### config.mk
export PLATFORM = sky130hd
export DESIGN_NAME = rand48_lcg_generator
export DESIGN_NICKNAME = d
export VERILOG_FILES = /design/src/sv/rlcg_pkg.sv /design/src/sv/rand48_lcg_generator.sv
export SDC_FILE = /design/constraint.sdc
export NUM_CORES = 2
export LEC_CHECK = 0
export BUFFER_PORTS_ARGS = -buffer_cell sky130_fd_sc_hd__buf_2
export CELL_PAD_IN_SITES_DETAIL_PLACEMENT = 0
export CELL_PAD_IN_SITES_GLOBAL_PLACEMENT = 1
export CORE_MARGIN = 2
export CORE_UTILIZATION = 45
export CTS_CLUSTER_SIZE = 40
export DETAILED_ROUTE_END_ITERATION = 10
export PLACE_DENSITY = 0.85
export SLEW_MARGIN = 15
export SYNTH_ARGS = -nofsm -noshare
export SYNTH_HDL_FRONTEND = slang
export SYNTH_SLANG_ARGS = --single-unit
export TNS_END_PERCENT = 5
### constraint.sdc
create_clock -name clock -period 25 [get_ports clock]
set_clock_uncertainty 0.15 [all_clocks]
set_input_delay 2.5 -clock clock [delete_from_list [all_inputs] [get_ports clock]]
set_output_delay 2.5 -clock clock [all_outputs]
set_load 0.02 [all_outputs]
### src/sv/rlcg_pkg.sv
// Shared types, op codes and arithmetic helpers for the 48-bit rand48 generator.
// Holds the request and response beat structs, the recurrence and the binary64 fraction encoder.
// No dependencies.
`default_nettype none

package rlcg_pkg;

   localparam int STATE_W = 48;

   // Op codes carried in the request beat.
   localparam logic [2:0] OP_SEED       = 3'd0;
   localparam logic [2:0] OP_INT_DOUBLE = 3'd1;
   localparam logic [2:0] OP_INT_NN31   = 3'd2;
   localparam logic [2:0] OP_INT_U32    = 3'd3;
   localparam logic [2:0] OP_EXT_DOUBLE = 3'd4;
   localparam logic [2:0] OP_EXT_NN31   = 3'd5;
   localparam logic [2:0] OP_EXT_U32    = 3'd6;
   localparam logic [2:0] OP_UNUSED     = 3'd7;

   // How the value is taken from the new state.
   localparam logic [1:0] KIND_NONE = 2'd0;
   localparam logic [1:0] KIND_FRAC = 2'd1;
   localparam logic [1:0] KIND_NN31 = 2'd2;
   localparam logic [1:0] KIND_U32  = 2'd3;

   localparam logic [STATE_W-1:0] RESET_STATE = 48'h1234_ABCD_330E;
   localparam logic [15:0]        SEED_LOW    = 16'h330E;
   // Multiplier 0x5_DEEC_E66D split into its low 32 bits and the upper 3 bits.
   localparam logic [31:0]        MULT_LOW    = 32'hDEEC_E66D;
   localparam logic [15:0]        MULT_LOW16  = 16'hE66D;
   localparam logic [15:0]        MULT_TOP    = 16'h0005;
   localparam logic [STATE_W-1:0] ADD_CONST   = 48'h0000_0000_000B;
   localparam logic [10:0]        EXP_BASE    = 11'd1022;

   typedef struct packed {
      logic [2:0]         op;
      logic [31:0]        seed_value;
      logic [STATE_W-1:0] ext_state;
   } req_type;

   typedef struct packed {
      logic [63:0]        value;
      logic [STATE_W-1:0] new_ext_state;
   } rsp_type;

   // One step of x' = (0x5DEECE66D * x + 0xB) mod 2^48. Only the low 48 bits of
   // the product matter, so the upper 16 bits of x meet only the low 16 bits of
   // the multiplier, and the multiplier's top bits meet only the low 16 bits of x.
   function automatic logic [STATE_W-1:0] lcg_next(input logic [STATE_W-1:0] x);
      logic [63:0] lo_prod;
      logic [15:0] hi_add;
      begin
         lo_prod = {32'd0, x[31:0]} * {32'd0, MULT_LOW};
         hi_add  = 16'(x[47:32] * MULT_LOW16) + 16'(x[15:0] * MULT_TOP);
         lcg_next = lo_prod[47:0] + {hi_add, 32'd0} + ADD_CONST;
      end
   endfunction

   // Exact binary64 encoding of s / 2^48, by a six-step normalising shift.
   function automatic logic [63:0] to_fraction_bits(input logic [STATE_W-1:0] s);
      logic [STATE_W-1:0] n;
      logic [5:0]         lz;
      begin
         n  = s;
         lz = 6'd0;
         if (n[47:16] == 32'd0) begin
            n  = {n[15:0], 32'd0};
            lz = lz + 6'd32;
         end
         if (n[47:32] == 16'd0) begin
            n  = {n[31:0], 16'd0};
            lz = lz + 6'd16;
         end
         if (n[47:40] == 8'd0) begin
            n  = {n[39:0], 8'd0};
            lz = lz + 6'd8;
         end
         if (n[47:44] == 4'd0) begin
            n  = {n[43:0], 4'd0};
            lz = lz + 6'd4;
         end
         if (n[47:46] == 2'd0) begin
            n  = {n[45:0], 2'd0};
            lz = lz + 6'd2;
         end
         if (n[47] == 1'b0) begin
            n  = {n[46:0], 1'b0};
            lz = lz + 6'd1;
         end
         if (s == '0) begin
            to_fraction_bits = 64'd0;
         end else begin
            to_fraction_bits = {1'b0, EXP_BASE - 11'(lz), n[46:0], 5'd0};
         end
      end
   endfunction

endpackage

`default_nettype wire

### src/sv/rand48_lcg_generator.sv
// Top level of the 48-bit rand48 linear congruential generator.
// Three-register pipeline: request register, multiply-add stage, result register.
// Depends on rlcg_pkg for the beat structs, op codes and arithmetic helpers.
//
//   channel  | handshake             | payload                 | direction
//   ---------+-----------------------+-------------------------+----------
//   request  | req_valid / req_ready | req_data (req_type)     | in
//   response | rsp_valid / rsp_ready | rsp_data (rsp_type)     | out
//
// Every request beat gives exactly one response beat once it has passed the step
// and result registers. A new beat is taken every cycle while req_ready is high.
// The stages are set by the recurrence: the internal state goes through one
// constant multiply-add per cycle, and the binary64 encoding gets a stage of its own.
// Reset (synchronous, active high) empties the pipeline and loads the internal
// state with 0x1234ABCD330E.
// A stall on the response side holds each stage in place; stages behind a free
// one still move up, so req_ready stays high while any stage has room.
`default_nettype none

module rand48_lcg_generator
   import rlcg_pkg::*;
(
   input  wire logic    clock,
   input  wire logic    reset,
   input  wire logic    req_valid,
   output logic         req_ready,
   input  wire req_type req_data,
   output logic         rsp_valid,
   input  wire logic    rsp_ready,
   output rsp_type      rsp_data
);

   // Request register: holds the beat just accepted.
   logic                 s1_valid_ff;
   req_type              s1_req_ff;

   // Step register: the new state and how the value is to be taken from it.
   logic                 s2_valid_ff;
   logic [STATE_W-1:0]   s2_state_ff;
   logic [STATE_W-1:0]   s2_state_in;
   logic [1:0]           s2_kind_ff;
   logic [1:0]           s2_kind_in;
   logic                 s2_ext_ff;
   logic                 s2_ext_in;

   // Result register, facing the response channel.
   logic                 rsp_valid_ff;
   rsp_type              rsp_data_ff;
   rsp_type              rsp_data_in;

   // Internal generator state.
   logic [STATE_W-1:0]   gen_state_ff;
   logic [STATE_W-1:0]   gen_state_in;

   logic                 rsp_free;
   logic                 s2_free;
   logic                 s1_move;
   logic                 s2_move;
   logic [STATE_W-1:0]   step_src;

   // Each stage may take a new beat when it is empty or its beat moves on in
   // this same cycle.
   assign rsp_free  = !rsp_valid_ff || rsp_ready;
   assign s2_move   = s2_valid_ff && rsp_free;
   assign s2_free   = !s2_valid_ff || rsp_free;
   assign s1_move   = s1_valid_ff && s2_free;
   assign req_ready = !s1_valid_ff || s2_free;

   assign rsp_valid = rsp_valid_ff;
   assign rsp_data  = rsp_data_ff;

   // The external ops step the caller's state; the internal ops step our own, and a seed op loads it.
   always_comb begin
      step_src     = gen_state_ff;
      s2_kind_in   = KIND_NONE;
      s2_ext_in    = 1'b0;
      gen_state_in = gen_state_ff;
      unique case (s1_req_ff.op) inside
         OP_SEED: begin
            gen_state_in = {s1_req_ff.seed_value, SEED_LOW};
         end
         OP_INT_DOUBLE, OP_INT_NN31, OP_INT_U32: begin
            s2_kind_in = s1_req_ff.op[1:0];
         end
         OP_EXT_DOUBLE, OP_EXT_NN31, OP_EXT_U32: begin
            step_src   = s1_req_ff.ext_state;
            s2_ext_in  = 1'b1;
            s2_kind_in = 2'(s1_req_ff.op - 3'd3);
         end
         default: begin
            s2_kind_in = KIND_NONE;
         end
      endcase
      s2_state_in = lcg_next(step_src);
      if ((s1_req_ff.op == OP_INT_DOUBLE) || (s1_req_ff.op == OP_INT_NN31) ||
          (s1_req_ff.op == OP_INT_U32)) begin
         gen_state_in = s2_state_in;
      end
   end

   // Value extraction from the new state. The kind codes match the low bits of
   // the internal op codes, which is what the decode above relies on.
   always_comb begin
      rsp_data_in.new_ext_state = s2_ext_ff ? s2_state_ff : '0;
      unique case (s2_kind_ff)
         KIND_FRAC: rsp_data_in.value = to_fraction_bits(s2_state_ff);
         KIND_NN31: rsp_data_in.value = {33'd0, s2_state_ff[47:17]};
         KIND_U32:  rsp_data_in.value = {32'd0, s2_state_ff[47:16]};
         default:   rsp_data_in.value = 64'd0;
      endcase
   end

   always_ff @(posedge clock) begin
      if (reset) begin
         s1_valid_ff  <= 1'b0;
         s2_valid_ff  <= 1'b0;
         rsp_valid_ff <= 1'b0;
         gen_state_ff <= RESET_STATE;
      end else begin
         if (req_ready) begin
            s1_valid_ff <= req_valid;
         end
         if (s2_free) begin
            s2_valid_ff <= s1_valid_ff;
         end
         if (rsp_free) begin
            rsp_valid_ff <= s2_valid_ff;
         end
         // The internal state advances as a beat leaves the request register,
         // so beats see it strictly in arrival order.
         if (s1_move) begin
            gen_state_ff <= gen_state_in;
         end
      end
   end

   always_ff @(posedge clock) begin
      if (req_ready && req_valid) begin
         s1_req_ff <= req_data;
      end
      if (s1_move) begin
         s2_state_ff <= s2_state_in;
         s2_kind_ff  <= s2_kind_in;
         s2_ext_ff   <= s2_ext_in;
      end
      if (s2_move) begin
         rsp_data_ff <= rsp_data_in;
      end
   end

`ifndef SYNTHESIS
   // The state register holds its reset value in the cycle after a reset edge.
   assert property (@(posedge clock) reset |=> (gen_state_ff == RESET_STATE))
      else $error("generator state not loaded by reset");

   // The internal state moves only when a seeding or internal op leaves the
   // request register.
   assert property (@(posedge clock) disable iff (reset)
      !(s1_move && ((s1_req_ff.op == OP_SEED) || (s1_req_ff.op == OP_INT_DOUBLE) ||
                    (s1_req_ff.op == OP_INT_NN31) || (s1_req_ff.op == OP_INT_U32)))
      |=> $stable(gen_state_ff))
      else $error("generator state changed without an internal op");

   // Every value is a fraction below one or a narrow integer, so its top
   // twelve bits never reach the exponent of 1.0.
   assert property (@(posedge clock) disable iff (reset)
      rsp_valid |-> (rsp_data.value[63:52] < 12'd1023))
      else $error("response value out of range");
`endif

endmodule

`default_nettype wire
==> run_results.csv <==
group,metric,value,unit
setup_path,startpoint_type,"flip-flop",
setup_path,path_class,"flip-flop to flip-flop",
global_routing,grt_start_max_net_pins,77,
drt,wl_per_cell,25.2,um
sta,slew_viol_final,0,
clock_network,cts_buffers,34,
setup_path,max_stage_delay,700,ps
clock_network,clk_path_buf_depth,3,
min_path,hold_class,"flip-flop to flip-flop",
clock_network,cts_root_buffer,"clkbuf_16",
clock_network,worstSkewPairLatency,560,ps
final_layout,syn2layout_area_growth,9.11,%
sta,finalSetupTns,0,ps
place,gp_congestion,1.02,
run,drv_cap,0,
place,dp_hpwl,89700,um
sta,fin_crit,10770,ps
global_routing,grt_pass1_wl,159000,um
global_routing,grt_pass1_vias,24600,
status,outcome,"finished, final reports clean",
synthesis,synth_area_per_cell,10.9,sq um
die,io_pins,201,
sta,max_freq,92.8,MHz
drt,dr.pass1.iters,6,
global_routing,use_met1,37.6,%
drt,routed_wl,107000,um
global_routing,use_met3,4.24,%
setup_path,critPathArrivalTime,11130,ps
die,fp.dieArea,0.0770,sq mm
clock_network,cts-htree-levels,2,
clock_network,cts_sinks,293,
sta,worstMarginPinSlew,1140,ps
setup_path,crit_path_end_kind,"flip-flop",
drt,vias,23800,
synthesis,ys_seq_area_share,24.6,%
sta,period_share,43.1,%
synthesis,synthArstFlopShare,0,%
clock_network,path_clk_slew,60,ps
synthesis,synth_edf_count,242,
synthesis,synth_cell_type_count,81,
place,io_buffers,198,
global_routing,antenna_found_initial,3,
clock_network,cts-resized-gates,0,
drt,vias_per_cell,5.60,
clock_network,cts-hold-fix-buffers,0,
setup_path,crit_required,25360,ps
synthesis,yosysWarnings,0,
sta,relSlewSlack,24.3,%
die,die_x,278,um
synthesis,netlist_area,0.0337,sq mm
die,start_util,45.3,%
global_routing,grt_util_all_layers,28.0,%
sta,hold_violations,0,
clock_network,cts_tree,"yes",
setup_path,path_max_fanout,53,
drt,first_iter_violations,2362,
clock_network,cts_setup_buffers,0,
final_layout,drive_gt1_share,11.2,%
drt,ant_nets,0,
synthesis,ys_ff_latch,293,
drt,drc,0,
synthesis,synth_cells,3100,
die,core-area,0.0743,sq mm
sta,rsz0062_at_grt,"false",
sta,setup-violations-final,0,
setup_path,crit_slowest_cell,"buf_4",
global_routing,grt_util_met2,45.5,%
setup_path,ff2ff_setup_slack,14230,ps
die,chipHeight,278,um
final_layout,n_antenna_cell,0,
final_layout,fin_nets,4196,
synthesis,synth_flop_cell,"edfxtp_1",
die,fp-row-count,100,
global_routing,grt_most_used_layer,"met2",
global_routing,grt_overflow,0,
## synth_stat cells, types with 23 or more instances
master    count  area share [%]
xor2_1       27            0.70
dfxtp_1      51             3.0
xnor2_1      72             1.9
ha_1        349              13
o21bai_1     24            0.54
inv_1       692             7.7
o22ai_1      23            0.43
nor2_1      104             1.2
and2_1       56             1.0
clkbuf_1     67            0.75
nand2_1     137             1.5
o21ai_0      50            0.74
edfxtp_1    242              22
mux2_2       66             2.2
a21o_1       39            0.87
nand3_1      25            0.37
mux2i_1      92             2.7
fa_1        508              30
a21oi_1     115             1.7
## critical path, delay by kind of cell (launching register included)
family | cells | cell delay, ps
buf+inv | 6 | 1320
xor+xnor | 10 | 2060
fa+ha+maj | 12 | 4300
compound gates | 8 | 1590
flops | 1 | 420
mux | 1 | 590
simple gates | 2 | 190
## cells in the final DEF, fill, tap and decap left out, types with 12 or more instances in the layout
| cell type | instances |
|---|---|
| fa_1 | 508 |
| a31oi_1 | 13 |
| o21ai_0 | 50 |
| buf_2 | 198 |
| and2_1 | 56 |
| clkbuf_16 | 34 |
| buf_4 | 28 |
| nor4_1 | 15 |
| a21o_1 | 39 |
| nor2_1 | 103 |
| nor2b_1 | 12 |
| a21oi_1 | 115 |
| o21ai_1 | 17 |
| inv_1 | 691 |
| nor3_1 | 21 |
| o21bai_1 | 23 |
| mux2i_1 | 92 |
| nand2b_1 | 12 |
| ha_1 | 349 |
| nand2_1 | 137 |
| o22ai_1 | 23 |
| nand3_1 | 25 |
| o21a_1 | 12 |
| o221ai_1 | 21 |
| xnor2_1 | 72 |
| mux2_2 | 66 |
| a22oi_1 | 21 |
| a211oi_1 | 12 |
| edfxtp_1 | 242 |
| xor2_1 | 27 |
| dfxtp_1 | 51 |
## metrics by stage
step	cells	cell area, sq um	util [%]	setup WS [ps]	hold slack [ps]
floorplan	3101	33700	-	14890	262
global route	4246	36700	49.4	13540	304
detailed placement	4185	35600	48.0	14300	283
finish	4246	36700	49.4	14230	291
global placement	4185	35600	48.0	14490	277
CTS	4246	36700	49.4	14270	292
## layer usage
metal / up-vias / wire [um]
met5: - / 10
met4: 2 / 5420
met3: 231 / 8980
met1: 11900 / 43300
met2: 1142 / 49500
li1: 10500 / -
## final timing paths
check | start | end | cells past startpoint
max | s1_req_ff[80] | gen_state_ff[47] | 39
min reg2reg | gen_state_ff[32] | gen_state_ff[32] | 2
min | gen_state_ff[32] | gen_state_ff[32] | 2
max reg2reg | s1_req_ff[80] | gen_state_ff[47] | 39
## flip-flops by register name (all words and copies together), names as in the netlist
name / flops
s1_req_ff: 83
s2_ext_ff: 1
s2_state_ff: 48
rsp_valid: 1
gen_state_ff: 48
s1_valid_ff: 1
s2_valid_ff: 1
rsp_data: 108
s2_kind_ff: 2
## area by class of cell
| type | count | area, sq um |
|---|---|---|
| Clock buffer | 41 | 877 |
| Clock inverter | 20 | 225 |
| Fill cell | 6836 | 37600 |
| Inverter | 694 | 2610 |
| Multi-Input combinational cell | 2003 | 22300 |
| Sequential cell | 293 | 8290 |
| Tap cell | 969 | 1210 |
| Timing Repair Buffer | 226 | 1200 |
## cell families (layout without fill, tap and decap cells)
kind of cell,count (synthesis),after routing,synth area share [%]
fa+ha+maj,857,857,43.2
buf+inv,805,981,9.19
compound gates,450,450,9.14
simple gates,434,434,6.24
flops,293,293,24.6
mux,160,160,5.01
xor+xnor,100,100,2.64
other cells,1,2,0.0111
Power is left out: the tool's default activity adds up to more than one toggle a clock period on the data nets, which glitch-free logic cannot reach.
